==> src/hdl/boxds_queue.sv <==
// ----------------------------------------------------------------------------
// boxds_queue
// small register fifo between the front and back parts
// ----------------------------------------------------------------------------
module boxds_queue #(
    parameter int DATA_W = 8,
    parameter int DEPTH  = 4
) (
    input  logic              i_clk,
    input  logic              i_rst_n,
    input  logic              i_push,
    input  logic [DATA_W-1:0] i_data,
    output logic              o_full,
    input  logic              i_pop,
    output logic              o_valid,
    output logic [DATA_W-1:0] o_data
);

    localparam int PW = (DEPTH > 1) ? $clog2(DEPTH) : 1;
    localparam int NW = $clog2(DEPTH + 1);

    logic [DATA_W-1:0] r_mem [DEPTH];
    logic [PW-1:0]     r_wptr;
    logic [PW-1:0]     r_rptr;
    logic [NW-1:0]     r_count;
    logic              do_push;
    logic              do_pop;

    assign o_full  = (r_count == NW'(DEPTH));
    assign o_valid = (r_count != '0);
    assign o_data  = r_mem[r_rptr];
    assign do_push = i_push && !o_full;
    assign do_pop  = i_pop && o_valid;

    always_ff @(posedge i_clk) begin
        if (do_push) begin
            r_mem[r_wptr] <= i_data;
        end
        if (!i_rst_n) begin
            r_wptr  <= '0;
            r_rptr  <= '0;
            r_count <= '0;
        end else begin
            if (do_push) begin
                r_wptr <= (r_wptr == PW'(DEPTH - 1)) ? '0 : r_wptr + PW'(1);
            end
            if (do_pop) begin
                r_rptr <= (r_rptr == PW'(DEPTH - 1)) ? '0 : r_rptr + PW'(1);
            end
            if (do_push && !do_pop) begin
                r_count <= r_count + NW'(1);
            end else if (do_pop && !do_push) begin
                r_count <= r_count - NW'(1);
            end
        end
    end

endmodule

==> config.mk <==
export PLATFORM = sky130hd
export DESIGN_NAME = boxds_queue
export DESIGN_NICKNAME = d
export VERILOG_FILES = /design/src/hdl/boxds_queue.sv
export SDC_FILE = /design/constraint.sdc
export NUM_CORES = 1
export LEC_CHECK = 0
export ABC_AREA = 1
export BUFFER_PORTS_ARGS = -buffer_cell sky130_fd_sc_hd__buf_2
export CAP_MARGIN = 5
export CELL_PAD_IN_SITES_DETAIL_PLACEMENT = 1
export CELL_PAD_IN_SITES_GLOBAL_PLACEMENT = 1
export CORE_AREA = 3 3 66 68
export DETAILED_ROUTE_END_ITERATION = 8
export DIE_AREA = 0 0 69 71
export PLACE_DENSITY_LB_ADDON = 0.12
export SLEW_MARGIN = 20
export SYNTH_ARGS = -nofsm -noshare
export SYNTH_HDL_FRONTEND = slang
export SYNTH_SLANG_ARGS = --single-unit
==> constraint.sdc <==
create_clock -name i_clk -period 3.5 [get_ports i_clk]
set_clock_uncertainty 0.2 [all_clocks]
set_input_delay 1.05 -clock i_clk [delete_from_list [all_inputs] [get_ports i_clk]]
set_output_delay 1.05 -clock i_clk [all_outputs]
set_load 0.02 [all_outputs]
==> metrics.cfg, run 1 <==
[status]
outcome=completed

[timing]
min_period_ns=2.98
fmax_mhz=336
min_period_over_period_pct=85.1
timing.hold.ws_ns=0.325
setup_viol=0
hold_violations=0
tns_ns=0
worst_slew_pin_slew_ns=0.802
relSlewSlack_pct=46.4
slew_viol_final=0
rsz0062_at_grt=false

[clock_network]
clk_latency_ns=0.28
h-tree-depth=2
cts.clk_slew.worst_paths_ns=0.08
cts_made_buffers=5
hold_buffers=0
root_buffer=clkbuf_8
cts.path.max_buffers=2
cts_resized=0
post-cts-setup-buffers=0
cts_tree=built
cts_sinks=41

[floorplan]
start_util_pct=43.2
core_area_um2=3910
die_h_um=71
die_w_um=69
io_pins=22
fp-row-count=23
die-area_um2=4900

[worst_setup_path]
timing.rr.start=r_count[1]
crit_slowest_cell=dfxtp_1
critPathMaxStageDelay_ns=0.70
cp_top_family=flip-flops
arrival_ns=1.73
end_kind=primary output
path_cells=inv_2, o21ai_0, o22ai_1, buf_2
path_max_fanout=17
r2r-end=r_count[1]
critical_path_class=reg -> out
cp_num_buf_inv=2
critPathRequiredTime_ns=2.25
reg2reg_slack_ns=1.43
critPathLaunchType=flop
reg2reg_depth=9

[power]
ir_drop_v=0.000457
p_leak_uw=0.000801
power_uw=1560
power_density_nw_per_um2=789

[worst_hold_path]
hp-class=reg -> reg
hold_end=r_count[0]
whs_path_depth=2
hold_start=r_count[0]

[detailed_routing]
ant_nets=0
first_iter_violations=44
vias=1134
drt_first_pass_iters=6
drt_wl_total_mm=3.35
detail_route.wl_per_cell_um=14.8
drcViolationCount=0
via_per_inst=5.00

[synthesis]
syn_inst=147
yosysUniqueCellTypes=18
seq_area_frac_synth_pct=67.6
syn_nets=166
synth-seq-cells=41
syn_area_per_cell_um2=11.5
syn_area_um2=1690
ys_warn_count=0

[global_routing]
grt-ovfl-total=0
grt_max_degree=18
grt_use_total_pct=14.4
grt_pass1_vias=1200
antenna_found_initial=0
grt_pass1_wl_mm=5.56

[cells_and_area]
drive_gt1_share_pct=20.3
antenna_cells=0
areaGrowthSynthToFinish_pct=16.8
final_nets=195
fillers=451

[placement]
dp_hpwl_mm=2.51
gp_congestion=0.691
portBuffers=21

[flow_run]
max_cap_viol_count=0

-- area by class of cell --
class,instances,area (um2),area share (%)
well taps,50,62.6,3.17
flip-flops and latches,41,1140,57.8
multi-input cells,86,458,23.2
repair buffers,24,128,6.47
clock buffers,7,86.3,4.38
inverters,18,67.6,3.42
clock inverters,1,30.0,1.52
-- report_power, final --
group / total [uW] / internal [uW] / switching [uW] / leakage [uW]
clock network: 387 / 232 / 154 / 0.0000585
logic: 501 / 170 / 331 / 0.000374
registers: 668 / 605 / 62.9 / 0.000368
-- cell usage after synthesis --
library cell   n  area (um2)
nand2_2        1        6.26
nand3_1        1        5.00
nand2_1       14        52.6
a21oi_1        2        10.0
nand3b_1       1        7.51
ha_1           6        75.1
o21ai_1        1        5.00
inv_2          1        3.75
fa_1           1        20.0
dfxtp_1        9         180
o21ai_0       14        70.1
nand4_1        1        6.26
o22ai_1        8        50.1
buf_6          2        22.5
o21ai_2        3        26.3
inv_1         17        63.8
edfxtp_1      32         961
nor2_1        33         124
-- placed cells by master (no fill, tap or decap) --
cell       count
nor2_1        33
nand3b_1       1
edfxtp_1      32
nand3_1        1
buf_2         21
o21ai_2        3
o21ai_1        1
nand2_2        1
nand4_1        1
inv_2          1
dfxtp_1        9
o22ai_1        8
fa_1           1
nand2_1       14
a21oi_1        2
clkbuf_8       6
ha_1           6
buf_4          3
o21ai_0       14
bufinv_16      1
inv_1         17
clkbuf_1       1
-- per-stage QoR --
step | instances | setup slack [ns] | util, % | instance area, um2
6_report | 227 | 0.523 | 50.4 | 1970
3_5_place_dp | 219 | 0.804 | 47.4 | 1860
5_1_grt | 227 | 0.295 | 50.4 | 1970
2_1_floorplan | 147 | 1.13 | - | 1690
4_1_cts | 227 | 0.483 | 50.4 | 1970
3_3_place_gp | 219 | 0.874 | 47.4 | 1860
-- state kept, by name, indices dropped and copies added, names as in the netlist, named ones only --
signal   cells
r_wptr       2
r_mem       32
r_count      3
r_rptr       2
-- routing by layer --
metal	global-route usage, %	up-vias	wire [um]
met4	4.56	0	46
met3	3.55	6	127
met5	0	-	0
li1	-	555	-
met2	27.4	20	1860
met1	15.7	553	1320
-- logic make-up (layout without fill, tap and decap cells) --
logic type	after synthesis	count (layout)	synth area share, %
AOI/OAI and AO/OA	28	28	9.56
adders and majority gates	7	7	5.63
buffers and inverters	20	50	5.33
DFF	41	41	67.6
and+or+nand+nor	51	51	11.9
-- how the worst max path moves through the flow --
stage                     startpoint          to  slack, ns  depth (start not counted)
final                           flop   o_data[0]       0.52                          4
after floorplan               i_push  r_count[1]       1.13                          7
after CTS                       flop   o_data[4]       0.48                          4
after global routing            flop   o_data[3]       0.29                          4
after detailed placement        flop   o_data[4]       0.80                          4
after global placement          flop   o_data[4]       0.87                          4
-- tightest hold or removal path: stages, from the launching register on --
cell and delay (ns):
dfxtp_1 0.34, inv_1 0.08, a21oi_1 0.06
No activity file was read; power rests on OpenSTA's default activity.
==> run 2: changes to the inputs <==
--- a/config.mk
+++ b/config.mk
@@ -10,9 +10,9 @@
 export CAP_MARGIN = 5
 export CELL_PAD_IN_SITES_DETAIL_PLACEMENT = 1
 export CELL_PAD_IN_SITES_GLOBAL_PLACEMENT = 1
-export CORE_AREA = 3 3 66 68
+export CORE_AREA = 3 3 64 66
 export DETAILED_ROUTE_END_ITERATION = 8
-export DIE_AREA = 0 0 69 71
+export DIE_AREA = 0 0 67 69
 export PLACE_DENSITY_LB_ADDON = 0.12
 export SLEW_MARGIN = 20
 export SYNTH_ARGS = -nofsm -noshare
==> metrics.cfg, run 2 (same netlist as run 1, synthesis figures left out) <==
[placement]
dp_hpwl_mm=2.39  ; -4.9%
dp_cells=215  ; -1.8%
portBuffers=21  ; unchanged
gp_congestion=0.711  ; +2.8%

[timing]
worst_slew_pin_slew_ns=0.805  ; +0.00275 ns
fmax_mhz=357  ; +6.2%
slew_viol_final=0  ; unchanged
hold_violations=0  ; unchanged
setup_viol=0  ; unchanged
relSlewSlack_pct=46.2  ; -0.18 points
rsz0062_at_grt=false
min_period_ns=2.80  ; -0.174 ns
min_period_over_period_pct=80.1  ; -5.0 points
tns_ns=0  ; unchanged

[floorplan]
core_area_um2=3630  ; -7.2%
die_h_um=69  ; -2.8%
io_pins=22  ; unchanged
die-area_um2=4620  ; -5.6%
start_util_pct=46.5  ; +3.3 points
die_w_um=67  ; -2.9%
fp-row-count=22  ; -4.3%

[power]
combPwrFrac_pct=34.1  ; +1.9 points
p_sw_uw=544  ; -0.66%
ir_drop_v=0.000397  ; -13%
pwr-share-clk_pct=21.1  ; -3.8 points
p_leak_uw=0.000777  ; -3.0%
intPower_uw=933  ; -7.5%
power_density_nw_per_um2=766  ; -2.9%
power_frac_seq_pct=44.9  ; +2.0 points
p_sw_share_pct=36.9  ; +1.6 points

[detailed_routing]
detail_route.wl_per_cell_um=14.7  ; -0.33%
drcViolationCount=0  ; unchanged
vias=1117  ; -1.5%
first_iter_violations=61  ; +39%
ant_nets=0  ; unchanged
drt_wl_total_mm=3.28  ; -2.1%
via_per_inst=5.01  ; +0.27%
drt_first_pass_iters=4  ; -2

[worst_setup_path]
critPathLaunchType=flop
reg2reg_slack_ns=1.39  ; -0.04 ns
critPathRequiredTime_ns=2.25  ; about the same
path_max_fanout=10  ; -7
timing.rr.start=r_count[1]
reg2reg_depth=9  ; unchanged
path_cells=buf_4, o21ai_0, o22ai_1, buf_2
critPathMaxStageDelay_ns=0.52  ; -0.18 ns
critical_path_class=reg -> out
r2r-end=r_count[1]
end_kind=primary output
arrival_ns=1.55  ; -0.18 ns
crit_slowest_cell=dfxtp_1

[clock_network]
root_buffer=clkbuf_8
cts.path.max_buffers=2  ; unchanged
cts.clk_slew.worst_paths_ns=0.07  ; about the same
clk_latency_ns=0.28  ; about the same
hold_buffers=0  ; unchanged
cts_made_buffers=5  ; unchanged
cts_tree=built
cts_resized=0  ; unchanged
h-tree-depth=2  ; unchanged
post-cts-setup-buffers=0  ; unchanged
cts_sinks=41  ; unchanged

[flow_run]
max_cap_viol_count=0  ; unchanged

[cells_and_area]
final_nets=193  ; -1.0%
seq_area_um2=1140  ; unchanged
reg_top3=r_mem x32, r_count x3
largest_reg_flops=32  ; unchanged
fillers=419  ; -7.1%
layout.cells.most_common_list=33 x nor2_1, 32 x edfxtp_1, 21 x buf_2
drive_gt1_share_pct=18.9  ; -1.5 points
final_cells=223  ; -1.8%
layout_commonest_cell=nor2_1
areaGrowthSynthToFinish_pct=14.2
multi_input_area_um2=458  ; unchanged
antenna_cells=0  ; unchanged
top_register=r_mem

[status]
outcome=completed

[global_routing]
antenna_found_initial=0  ; unchanged
grt_pass1_wl_mm=5.44  ; -2.1%
busiest_layer=met2
grt_pass1_vias=1197  ; -0.25%
grt-ovfl-total=0  ; unchanged
grt_max_degree=17  ; -1
use_met3_pct=5.37  ; +1.8 points
grt_use_total_pct=15.9  ; +1.5 points
grt.met1_usage_pct=18.2  ; +2.5 points
grt_use_met2_pct=27.5  ; +0.074 points

[worst_hold_path]
hold_start=r_count[0]
hold_end=r_count[0]
whs_path_depth=2  ; unchanged
hp-class=reg -> reg

run 2: routing by layer:
metal	vias up	routed length [um]
li1	553	-
met1	540	1390
met2	19	1730
met3	5	139
met4	0	31
met5	-	0
run 2: how the worst max path moves through the flow:
stage | start | end
global placement | i_push | r_count[1]
detailed placement | i_pop | r_count[2]
finish | flop | o_data[1]
floorplan | i_push | r_count[1]
global route | flop | o_data[1]
CTS | flop | o_data[1]
run 2: area by class of cell:
cell class              count  area share (%)
clock buffers               8            4.67
inverters                  18            3.50
multi-input cells          86            23.7
flip-flops and latches     41            59.1
well taps                  48            3.11
repair buffers             22            5.84
run 2: critical path: cells and delay by family (launching register included):
family                 cells  cell delay, ns
buffers and inverters      2            0.44
AOI/OAI and AO/OA          2            0.31
DFF                        1            0.52
run 2: stage by stage:
| stage | total power [uW] | setup slack [ns] | hold slack, ns | utilization (%) | instance area [um2] |
|---|---|---|---|---|---|
| CTS | 1490 | 0.646 | 0.328 | 53.1 | 1930 |
| detailed placement | 1190 | 0.879 | 0.318 | 50.6 | 1840 |
| global placement | 1160 | 0.961 | 0.299 | 50.6 | 1840 |
| global route | 1600 | 0.559 | 0.388 | 53.1 | 1930 |
| floorplan | 1020 | 1.13 | 0.280 | - | 1690 |
| finish | 1480 | 0.697 | 0.322 | 53.1 | 1930 |
run 2: power groups by stage:
stage	Sequential, uW	Combinational (uW)	Clock, uW
floorplan	654	370	0
global placement	671	486	0
detailed placement	676	514	0
CTS	665	516	314
global route	675	578	345
finish	663	503	311
