`config.mk`:
```
export PLATFORM = sky130hd
export DESIGN_NAME = boxds_front
export DESIGN_NICKNAME = d
export VERILOG_FILES = /design/src/hdl/boxds_pkg.sv /design/src/hdl/boxds_front.sv
export SDC_FILE = /design/constraint.sdc
export NUM_CORES = 1
export LEC_CHECK = 0
export BUFFER_PORTS_ARGS = -buffer_cell sky130_fd_sc_hd__clkbuf_2
export CORE_MARGIN = 2
export CORE_UTILIZATION = 40
export CTS_CLUSTER_DIAMETER = 80
export DETAILED_ROUTE_END_ITERATION = 12
export GPL_ROUTABILITY_DRIVEN = 1
export GPL_TIMING_DRIVEN = 0
export PLACE_DENSITY = 0.68
export SYNTH_ARGS = -nofsm -noshare
export SYNTH_HDL_FRONTEND = slang
export SYNTH_SLANG_ARGS = --single-unit
```
`constraint.sdc`:
```
create_clock -name i_clk -period 4.08 [get_ports i_clk]
set_input_delay 0.204 -clock i_clk [delete_from_list [all_inputs] [get_ports i_clk]]
set_output_delay 0.204 -clock i_clk [all_outputs]
set_load 0.02 [all_outputs]
```
`src/hdl/boxds_pkg.sv`:
```
// ----------------------------------------------------------------------------
// boxds_pkg
// shared types, constants and reciprocal table for the box average downsampler
// ----------------------------------------------------------------------------
package boxds_pkg;

    localparam int DEF_MAX_WIDTH = 4096;
    localparam int DEF_MAX_RATIO = 8;
    localparam int HEIGHT_LIMIT  = 4096;

    localparam int PIX_W       = 8;
    localparam int NUM_CH      = 3;
    localparam int RATIO_W     = 4;
    localparam int CFG_DATA_W  = 13;
    localparam int CFG_INDEX_W = 2;
    localparam int ROW_W       = 12;
    localparam int ROW_XW      = 14;
    localparam int QUEUE_DEPTH = 4;

    localparam logic [CFG_INDEX_W-1:0] CFG_BLOCK_RATIO   = 2'd0;
    localparam logic [CFG_INDEX_W-1:0] CFG_SOURCE_WIDTH  = 2'd1;
    localparam logic [CFG_INDEX_W-1:0] CFG_SOURCE_HEIGHT = 2'd2;

    localparam logic [RATIO_W-1:0]    RESET_RATIO  = 4'd1;
    localparam logic [CFG_DATA_W-1:0] RESET_WIDTH  = 13'd640;
    localparam logic [CFG_DATA_W-1:0] RESET_HEIGHT = 13'd480;

    // floor(n / (r*r)) = (n * RECIP[r]) >> DIV_SHIFT, exact for n below 2**16
    localparam int DIV_SHIFT = 24;
    localparam int RECIP_W   = 23;

    localparam logic [RECIP_W-1:0] RECIP [16] = '{
        23'd0,
        23'd0,
        23'((2**DIV_SHIFT + 3) / 4),
        23'((2**DIV_SHIFT + 8) / 9),
        23'((2**DIV_SHIFT + 15) / 16),
        23'((2**DIV_SHIFT + 24) / 25),
        23'((2**DIV_SHIFT + 35) / 36),
        23'((2**DIV_SHIFT + 48) / 49),
        23'((2**DIV_SHIFT + 63) / 64),
        23'((2**DIV_SHIFT + 80) / 81),
        23'((2**DIV_SHIFT + 99) / 100),
        23'((2**DIV_SHIFT + 120) / 121),
        23'((2**DIV_SHIFT + 143) / 144),
        23'((2**DIV_SHIFT + 168) / 169),
        23'((2**DIV_SHIFT + 195) / 196),
        23'((2**DIV_SHIFT + 224) / 225)
    };

    typedef struct packed {
        logic [PIX_W-1:0] red_in;
        logic [PIX_W-1:0] green_in;
        logic [PIX_W-1:0] blue_in;
    } t_pixel_in;

    typedef struct packed {
        logic [PIX_W-1:0] red_out;
        logic [PIX_W-1:0] green_out;
        logic [PIX_W-1:0] blue_out;
        logic             row_end;
        logic             frame_end;
    } t_pixel_out;

    typedef struct packed {
        logic pass;
        logic acc;
        logic do_col;
        logic l_first;
        logic k_first;
        logic k_last;
        logic row_end;
        logic frame_end;
    } t_work_flags;

endpackage

```
`src/hdl/boxds_front.sv`:
```
// ----------------------------------------------------------------------------
// boxds_front
// configuration registers, raster position tracking and pixel classification
// ----------------------------------------------------------------------------
module boxds_front import boxds_pkg::*; #(
    parameter int MAX_WIDTH = DEF_MAX_WIDTH,
    parameter int MAX_RATIO = DEF_MAX_RATIO,
    parameter int AW        = 11
) (
    input  logic                   i_clk,
    input  logic                   i_rst_n,
    input  logic                   i_cfg_valid,
    output logic                   o_cfg_ready,
    input  logic [CFG_INDEX_W-1:0] i_cfg_index,
    input  logic [CFG_DATA_W-1:0]  i_cfg_data,
    input  logic                   i_valid,
    output logic                   o_stall,
    input  t_pixel_in              i_data,
    input  logic                   i_full,
    output logic                   o_push,
    output t_work_flags            o_flags,
    output t_pixel_in              o_pixel,
    output logic [AW-1:0]          o_bc,
    output logic [RATIO_W-1:0]     o_ratio
);

    localparam int CW = $clog2(MAX_WIDTH);
    localparam int XW = $clog2(MAX_WIDTH + 64) + 1;

    logic [RATIO_W-1:0]    r_ratio;
    logic [CFG_DATA_W-1:0] r_width;
    logic [CFG_DATA_W-1:0] r_height;
    logic [CW-1:0]         r_col;
    logic [ROW_W-1:0]      r_row;
    logic [RATIO_W-1:0]    r_l;
    logic [RATIO_W-1:0]    r_k;
    logic [XW-1:0]         r_cbase;
    logic [ROW_XW-1:0]     r_rbase;
    logic [AW-1:0]         r_bc;

    logic [RATIO_W-1:0] eff_ratio;
    logic [XW-1:0]      eff_w;
    logic [ROW_XW-1:0]  eff_h;
    logic [XW-1:0]      rx;
    logic [ROW_XW-1:0]  ry;
    logic               cfg_hit;
    logic               accept;
    logic               col_last;
    logic               row_last;
    logic               l_last;
    logic               k_last;
    logic               col_ok;
    logic               row_ok;
    logic               last_bcol;
    logic               last_brow;

    always_comb begin
        if (r_ratio == '0) begin
            eff_ratio = RATIO_W'(1);
        end else if ({1'b0, r_ratio} > 5'(MAX_RATIO)) begin
            eff_ratio = RATIO_W'(MAX_RATIO);
        end else begin
            eff_ratio = r_ratio;
        end

        if (r_width == '0) begin
            eff_w = XW'(1);
        end else if (14'(r_width) > 14'(MAX_WIDTH)) begin
            eff_w = XW'(MAX_WIDTH);
        end else begin
            eff_w = XW'(r_width);
        end

        if (r_height == '0) begin
            eff_h = ROW_XW'(1);
        end else if (ROW_XW'(r_height) > ROW_XW'(HEIGHT_LIMIT)) begin
            eff_h = ROW_XW'(HEIGHT_LIMIT);
        end else begin
            eff_h = ROW_XW'(r_height);
        end
    end

    assign rx = XW'(eff_ratio);
    assign ry = ROW_XW'(eff_ratio);

    assign col_last  = (XW'(r_col) + XW'(1)) >= eff_w;
    assign row_last  = (ROW_XW'(r_row) + ROW_XW'(1)) >= eff_h;
    assign l_last    = (r_l == eff_ratio - RATIO_W'(1));
    assign k_last    = (r_k == eff_ratio - RATIO_W'(1));
    assign col_ok    = (r_cbase + rx) <= eff_w;
    assign row_ok    = (r_rbase + ry) <= eff_h;
    assign last_bcol = (r_cbase + rx + rx) > eff_w;
    assign last_brow = (r_rbase + ry + ry) > eff_h;

    assign cfg_hit = i_cfg_valid && (i_cfg_index == CFG_BLOCK_RATIO
                                     || i_cfg_index == CFG_SOURCE_WIDTH
                                     || i_cfg_index == CFG_SOURCE_HEIGHT);
    assign accept  = i_valid && !i_full;

    assign o_cfg_ready = 1'b1;
    assign o_stall     = i_full;
    assign o_push      = accept;
    assign o_pixel     = i_data;
    assign o_bc        = r_bc;
    assign o_ratio     = eff_ratio;

    always_comb begin
        o_flags.pass      = (eff_ratio == RATIO_W'(1));
        o_flags.acc       = col_ok && row_ok;
        o_flags.do_col    = col_ok && row_ok && l_last;
        o_flags.l_first   = (r_l == '0);
        o_flags.k_first   = (r_k == '0);
        o_flags.k_last    = k_last;
        o_flags.row_end   = last_bcol;
        o_flags.frame_end = last_bcol && last_brow;
    end

    always_ff @(posedge i_clk) begin
        if (!i_rst_n) begin
            r_ratio  <= RESET_RATIO;
            r_width  <= RESET_WIDTH;
            r_height <= RESET_HEIGHT;
        end else if (i_cfg_valid) begin
            unique case (i_cfg_index)
                CFG_BLOCK_RATIO:   r_ratio  <= i_cfg_data[RATIO_W-1:0];
                CFG_SOURCE_WIDTH:  r_width  <= i_cfg_data;
                CFG_SOURCE_HEIGHT: r_height <= i_cfg_data;
                default: ;
            endcase
        end
    end

    always_ff @(posedge i_clk) begin
        if (!i_rst_n || cfg_hit) begin
            r_col   <= '0;
            r_row   <= '0;
            r_l     <= '0;
            r_k     <= '0;
            r_cbase <= '0;
            r_rbase <= '0;
            r_bc    <= '0;
        end else if (accept) begin
            if (col_last) begin
                r_col   <= '0;
                r_l     <= '0;
                r_cbase <= '0;
                r_bc    <= '0;
                if (row_last) begin
                    r_row   <= '0;
                    r_k     <= '0;
                    r_rbase <= '0;
                end else begin
                    r_row <= r_row + ROW_W'(1);
                    if (k_last) begin
                        r_k     <= '0;
                        r_rbase <= r_rbase + ry;
                    end else begin
                        r_k <= r_k + RATIO_W'(1);
                    end
                end
            end else begin
                r_col <= r_col + CW'(1);
                if (l_last) begin
                    r_l     <= '0;
                    r_cbase <= r_cbase + rx;
                    r_bc    <= r_bc + AW'(1);
                end else begin
                    r_l <= r_l + RATIO_W'(1);
                end
            end
        end
    end

endmodule

```
==> impl_metrics.csv, run 1 <==
group,metric,value,unit
outcome,outcome,"complete, but fails checks",
outcome,violations_in_the_final_reports,"negative setup slack",
place,gp_congestion,0.861,
die,pin_count,94,
cts,max-clock-path-buffers,2,
worst_setup_path,crit_buf_inv,3,
cts,cts.sink_count,101,
global_routing,globalRouteOverflowTotal,0,
place,place_hpwl,16800,microns
worst_setup_path,cp-start-kind,"flop",
sta,post-route-period-util,119,%
die,die_area,21300,sq um
power_and_ir_drop,power_report.internal_total,1.66,mW
power_and_ir_drop,power.ir.vdd_worst,0.000210,V
logic_synthesis,synth-seq-area-share,25.1,%
logic_synthesis,synth.ff_latch_count,101,
global_routing,grt_max_degree,17,
sta,fmaxAchievable,0.205,GHz
sta,worst_clock_skew,0.00990,ns
sta,report.final.slew_viol_count,0,
finish,final_core_util,51.4,%
power_and_ir_drop,powerDensity,233,nW/um^2
finish,layout_cell_share_with_drive_strength_beyond_1,25.2,%
sta,timing.max_slew.rel_slack,45.7,%
logic_synthesis,synthesis.area,8060,sq um
finish,syn_to_final_growth,25.3,%
routing,route.vias.total,7713,
global_routing,antenna_found_initial,0,
die,placement_rows,51,
cts,clock-root-buffer,"clkbuf_16",
cts,tritoncts,"done",
routing,residual_drc_count,0,
worst_setup_path,cp_cell_sequence,"o21ba_4 > nor2_4 > ha_4 > inv_2 > fa_2 > inv_4 > ha_4 > a21o_1 > a21oi_2 > nor2b_2 > o2111ai_2 > nor2_2 > xor2_1 > ha_1 > a2111oi_2 > o21ai_1 > a31oi_2 > a22oi_2 > o22a_2 > buf_8",
power_and_ir_drop,design_power_total,2.36,mW
finish,finalInstanceArea,10100,sq um
sta,fin_crit,4.87,ns
worst_setup_path,crit_start,"r_ratio[2]",
power_and_ir_drop,switching_power,0.693,mW
worst_setup_path,worst-r2r-setup-slack,0.21,ns
worst_setup_path,cp_slowest_cell,"fa_2",
place,postPlaceCellArea,8820,sq um
power_and_ir_drop,power.share.sequential,43.1,%
sta,finalHoldWorstSlack,0.0776,ns
sta,rsz0062_at_grt,"true",
global_routing,total_track_usage,20.9,%
worst_setup_path,path_common_cell,"ha_4",
worst_setup_path,critPathKind,"reg2out",
worst_setup_path,r2r-start,"r_row[0]",
routing,detail_route.vias_per_cell,5.58,
hold_path,hold_path.class,"in2reg",
routing,wl_per_cell,16.5,microns
worst_setup_path,critPathRequiredTime,3.88,ns
run,cap_violations,0,
sta,final-hold-violation-count,0,
logic_synthesis,share_of_flip_flops_with_an_asynchronous_set_or_reset_after_synthesis,0,%
logic_synthesis,syn_area_per_cell,8.24,sq um
routing,first_iter_violations,375,
finish,insertedDiodeCount,0,
worst_setup_path,critical_path.top_delay_family,"compound AO/OA/AOI/OAI gates",
place,place.port_buffers,68,
sta,worstMarginPinSlew,0.814,ns
cts,ctsHoldBuffers,0,
die,core_region_area,19700,sq um
worst_setup_path,worstPathMaxFanout,3,
worst_setup_path,r2r-end,"r_row[5]",
routing,totalWireLength,22800,microns
sta,final_total_negative_setup_slack,-2.08,ns
die,dieHeight,146,microns
worst_setup_path,timing.critical_path.slowest_cell_delay,0.56,ns
logic_synthesis,yosys_warn_count,0,
worst_setup_path,worst_r2r_path_depth,16,
sta,fin_ws,-0.789,ns
routing,postRouteAntennaNets,0,
global_routing,first_global_vias,7159,
cts,htree_num_levels,3,
logic_synthesis,synthesis.nets,1130,
power_and_ir_drop,power.share.switching,29.4,%
routing,detailedRoute.firstPassIterationCount,5,
worst_setup_path,timing.critical_path.depth,20,
logic_synthesis,yosysUniqueCellTypes,74,
cts,worst_setup_hold_path_clk_slew,0.07,ns
sta,finalSetupViolCount,4,
die,initial_core_utilization,41.0,%
die,die_w,146,microns
finish,fillerInstances,1847,
global_routing,wire_length_of_the_first_global_routing_pass,36100,microns
worst_setup_path,timing.critical_path.to_type,"output pin",
cts,numCtsBuffers,9,
logic_synthesis,synth_enable_flop_cells,0,
logic_synthesis,synth-main-ff-cell,"dfxtp_1",
worst_setup_path,worst-endpoint-arrival,4.66,ns
power_and_ir_drop,power.share.combinational,19.3,%
finish,fin_nets,1264,
power_and_ir_drop,power.leakage,4.31,nW
cts,insertion_delay,0.37,ns
worst_setup_path,critical_path_endpoint,"o_flags[0]",
logic_synthesis,syn_inst,979,
power_and_ir_drop,power_frac_clock,37.7,%
## synthesized netlist by cell type (10+ instances only)
cell	instances	share of area, %
and3_1	14	1.1
nand2_1	126	5.9
a22o_1	17	1.8
xnor2_1	38	4.1
nor3_1	17	1.1
o21ai_0	39	2.4
a21oi_1	57	3.5
dfxtp_1	101	25
xor2_1	36	3.9
inv_1	46	2.1
nor2b_1	10	0.78
nand4_1	17	1.3
ha_1	103	16
a21o_1	20	1.9
nor3b_1	12	1.1
a32o_1	18	2.2
nor2_1	45	2.1
o31ai_1	11	1.0
buf_4	28	2.6
nand3_1	50	3.1
clkbuf_1	26	1.2
a21boi_0	20	1.9
## logic make-up after synthesis
logic type / Yosys count / share of synthesized area, %
buffers and inverters: 106 / 6.38
DFF: 101 / 25.1
xor gates and xnor gates: 75 / 8.32
and+or+nand+nor: 345 / 21.6
adders and majority gates: 107 / 17.0
AOI/OAI and AO/OA: 240 / 21.1
muxes: 4 / 0.497
other: 1 / 0.0465
## through the flow
stage          worst slack, ns  std cells
2_1_floorplan           -0.226        979
3_3_place_gp             -1.13       1312
5_1_grt                 -0.949       1382
6_report                -0.789       1382
3_5_place_dp             -1.12       1312
4_1_cts                 -0.719       1356
## worst min path at each step
stage                  endpoint            from  depth (start not counted)  slack, ns
global route        r_width[12]  i_cfg_data[12]                          3        0.1
finish              r_height[5]   i_cfg_data[5]                          3       0.08
floorplan            r_width[7]   i_cfg_data[7]                          2       0.33
CTS                 r_height[5]   i_cfg_data[5]                          3       0.07
detailed placement  r_height[5]   i_cfg_data[5]                          3       0.45
global placement    r_height[5]   i_cfg_data[5]                          3       0.45
## layout by cell type, fill, tap and decap left out, types with 9 or more instances in the layout
cell type  count
nor2_1        41
nand2_1      124
a22o_1        17
a21boi_0      20
clkbuf_1      20
o31ai_1        9
ha_1          92
a32o_1        18
o21ai_0       33
xor2_1        33
nand3_1       46
clkbuf_16      9
nor3b_1       12
a21o_1        19
a21oi_2       11
or4_1          9
nor3_1        13
nand4_1       17
nor2b_1        9
a21oi_1       43
xnor2_1       30
inv_1         39
and3_1        13
buf_4         82
dfxtp_1       97
clkbuf_2      67
## registers in the layout, indices dropped and copies added (netlist names)
signal    flops
r_rbase      14
r_width      13
r_l           4
o_bc         11
r_k           4
r_col        12
r_ratio       4
r_cbase      14
r_row        12
r_height     13
## power by group through the flow
stage | combinational [mW] | clock (mW) | sequential [mW]
after floorplan | 0.287 | 0 | 1.03
after global placement | 0.393 | 0 | 1.04
after detailed placement | 0.397 | 0 | 1.04
after CTS | 0.423 | 0.899 | 1.02
after global routing | 0.500 | 0.934 | 1.02
final | 0.454 | 0.888 | 1.02
## tightest hold or removal path: stages
cell,delay (ns)
clkbuf_2,0.10
nand2_1,0.05
nand3_1,0.06
## what timing repair did
| action | in CTS | in global routing |
|---|---|---|
| setup endpoints to repair | 56 | 59 |
| gates resized for setup | 75 | 56 |
| pin swaps | 29 | 22 |
| buffers inserted | 31 | 27 |
## area by class of cell
| cell class | instances | area [sq um] | share of cell area, % |
|---|---|---|---|
| buffer | 56 | 332 | 3.28 |
| clock buffer | 10 | 229 | 2.27 |
| clock inverter | 5 | 61.3 | 0.607 |
| inverter | 47 | 181 | 1.80 |
| multi-input combinational | 772 | 6090 | 60.2 |
| sequential | 101 | 2030 | 20.1 |
| tap | 265 | 332 | 3.28 |
| timing repair buffer | 126 | 848 | 8.39 |
## metal layers
metal	routed length [microns]	global-route usage, %	part of all wire, %	up-vias
met1	10900	27.9	48	3682
met5	0	0	0	-
met4	323	5.87	1.4	0
met2	10400	35.0	46	206
met3	1210	3.23	5.3	18
li1	-	-	-	3807
No activity file was read; power rests on OpenSTA's default activity.
==> run 2: changes to the inputs <==
--- a/config.mk
+++ b/config.mk
@@ -5,14 +5,14 @@
 export SDC_FILE = /design/constraint.sdc
 export NUM_CORES = 1
 export LEC_CHECK = 0
-export BUFFER_PORTS_ARGS = -buffer_cell sky130_fd_sc_hd__clkbuf_2
 export CORE_MARGIN = 2
 export CORE_UTILIZATION = 40
 export CTS_CLUSTER_DIAMETER = 80
 export DETAILED_ROUTE_END_ITERATION = 12
+export DONT_BUFFER_PORTS = 1
 export GPL_ROUTABILITY_DRIVEN = 1
 export GPL_TIMING_DRIVEN = 0
-export PLACE_DENSITY = 0.68
+export PLACE_DENSITY = 0.64
 export SYNTH_ARGS = -nofsm -noshare
 export SYNTH_HDL_FRONTEND = slang
 export SYNTH_SLANG_ARGS = --single-unit
==> impl_metrics.csv, run 2 (synthesis results as in run 1) <==
group,metric,value,unit
worst_setup_path,worst-r2r-setup-slack,0.25,ns
power_and_ir_drop,power.leakage,3.98,nW
outcome,violations_in_the_final_reports,"negative setup slack",
hold_path,min-delay-start,"i_cfg_data[1]",
run,cap_violations,0,
worst_setup_path,worst_r2r_path_depth,13,
routing,wl_per_cell,17.6,microns
worst_setup_path,critPathKind,"reg2out",
place,gp_congestion,0.846,
global_routing,antenna_found_initial,0,
die,die_w,146,microns
sta,worstMarginPinSlew,0.975,ns
die,die_area,21300,sq um
die,pin_count,94,
routing,route.vias.total,7349,
worst_setup_path,critical_path_endpoint,"o_flags[0]",
place,dp_worst_setup_slack,-1.19,ns
power_and_ir_drop,design_power_total,2.44,mW
worst_setup_path,crit_start,"r_ratio[1]",
global_routing,total_track_usage,20.6,%
cts,htree_num_levels,3,
worst_setup_path,cp-start-kind,"flop",
cts,cts.sink_count,101,
routing,totalWireLength,22800,microns
worst_setup_path,critPathRequiredTime,3.88,ns
power_and_ir_drop,powerDensity,254,nW/um^2
sta,timing.max_slew.rel_slack,34.3,%
worst_setup_path,worstPathMaxFanout,6,
finish,layout_cell_share_with_drive_strength_beyond_1,16.7,%
finish,layout.cells.most_common,"nand2_1",
sta,worst_clock_skew,0.00659,ns
finish,final_core_util,48.8,%
worst_setup_path,timing.critical_path.slowest_cell_delay,0.54,ns
place,placed_cells_incl_taps,1244,
die,dieHeight,146,microns
cts,clock-root-buffer,"clkbuf_16",
cts,numCtsBuffers,9,
finish,final_cell_count_no_fill,1298,
routing,first_iter_violations,527,
routing,detail_route.vias_per_cell,5.66,
sta,fin_ws,-0.874,ns
sta,finalSetupViolCount,4,
finish,fin_nets,1181,
worst_setup_path,r2r-start,"r_col[0]",
worst_setup_path,cp_slowest_cell,"fa_2",
cts,max-clock-path-buffers,2,
place,place.port_buffers,0,
sta,finalHoldWorstSlack,0.0107,ns
worst_setup_path,cp_cell_sequence,"o21ba_4 > nor2_4 > ha_4 > inv_1 > fa_2 > inv_4 > ha_4 > a211oi_1 > nor2_1 > o21ai_2 > nor4b_4 > buf_4 > buf_4 > nand3_1 > xor2_1 > ha_1 > and4_1 > nand2_1 > o22ai_2 > a21oi_2 > o22a_2",
global_routing,wire_length_of_the_first_global_routing_pass,35500,microns
outcome,outcome,"complete, but fails checks",
power_and_ir_drop,power.ir.vdd_worst,0.000212,V
cts,tritoncts,"done",
die,initial_core_utilization,41.0,%
cts,worst_setup_hold_path_clk_slew,0.07,ns
worst_setup_path,critical_path.top_delay_family,"adder cells",
sta,fmaxAchievable,0.202,GHz
die,placement_rows,51,
worst_setup_path,timing.critical_path.to_type,"output pin",
place,postPlaceCellArea,8480,sq um
cts,insertion_delay,0.36,ns
global_routing,globalRouteOverflowTotal,0,
global_routing,grt_max_degree,17,
place,place_hpwl,16800,microns
sta,report.final.slew_viol_count,0,
finish,syn_to_final_growth,18.9,%
sta,fin_crit,4.95,ns
die,core_region_area,19700,sq um
routing,postRouteAntennaNets,0,
global_routing,first_global_vias,6695,
finish,insertedDiodeCount,0,
finish,biggest_registers_after_layout,"r_cbase (14), r_rbase (14)",
sta,rsz0062_at_grt,"true",
worst_setup_path,worst-endpoint-arrival,4.75,ns
hold_path,hold_path.class,"in2reg",
sta,final_total_negative_setup_slack,-2.84,ns
finish,most_frequent_cells_in_the_layout,"nand2_1, dfxtp_1, ha_1",
sta,post-route-period-util,121,%
worst_setup_path,timing.critical_path.depth,21,
routing,residual_drc_count,0,
routing,detailedRoute.firstPassIterationCount,7,
worst_setup_path,r2r-end,"r_col[9]",
finish,finalInstanceArea,9580,sq um
worst_setup_path,crit_buf_inv,4,
sta,final-hold-violation-count,0,
-- run 2: worst reg2reg max path: stages, from the launching register on --
cell	delay, ns
dfxtp_2	0.36
ha_2	0.23
and3_1	0.20
and3_2	0.25
and3_1	0.23
and3_2	0.25
xor2_1	0.15
ha_1	0.29
nand4_1	0.08
or2_2	0.32
o211ai_1	0.47
a21o_1	0.46
o21ai_0	0.15
a32o_1	0.30
-- run 2: layout make-up --
cell class                 count  area [sq um]
clock buffer                   9           225
timing repair buffer          41           340
clock inverter                 5           108
tap                          265           332
fill                        1914         10100
multi-input combinational    773          6020
sequential                   101          2030
inverter                      47           181
buffer                        57           340
-- run 2: worst min path at each step --
| stage | end | slack (ns) | cells after the start |
|---|---|---|---|
| floorplan | r_width[7] | 0.33 | 2 |
| global placement | r_height[5] | 0.33 | 2 |
| detailed placement | r_width[7] | 0.34 | 2 |
| CTS | r_width[1] | 0.008 | 2 |
| global route | r_width[11] | 0.007 | 2 |
| finish | r_width[1] | 0.01 | 2 |
-- run 2: timing repair --
item / 4_1_cts / 5_1_grt
endpoints found under the setup margin: 50 / 70
buffers inserted: 18 / 10
endpoints found under the hold margin: 21 / 0
hold buffers: 13 / 0
pin swaps: 26 / 24
gates cloned: 1 / 0
resized for setup: 46 / 53
-- run 2: power breakdown --
part	internal [mW]	switching, mW
Sequential	0.999	0.0184
Clock	0.598	0.407
Combinational	0.165	0.248
Total	1.76	0.674
-- run 2: metal layers --
layer / wire length [microns] / up-vias / GRT usage (%)
met3: 1390 / 25 / 4.17
met4: 401 / 0 / 5.15
li1: - / 3625 / -
met2: 10000 / 230 / 32.2
met1: 11000 / 3469 / 29.0
met5: 0 / - / 0
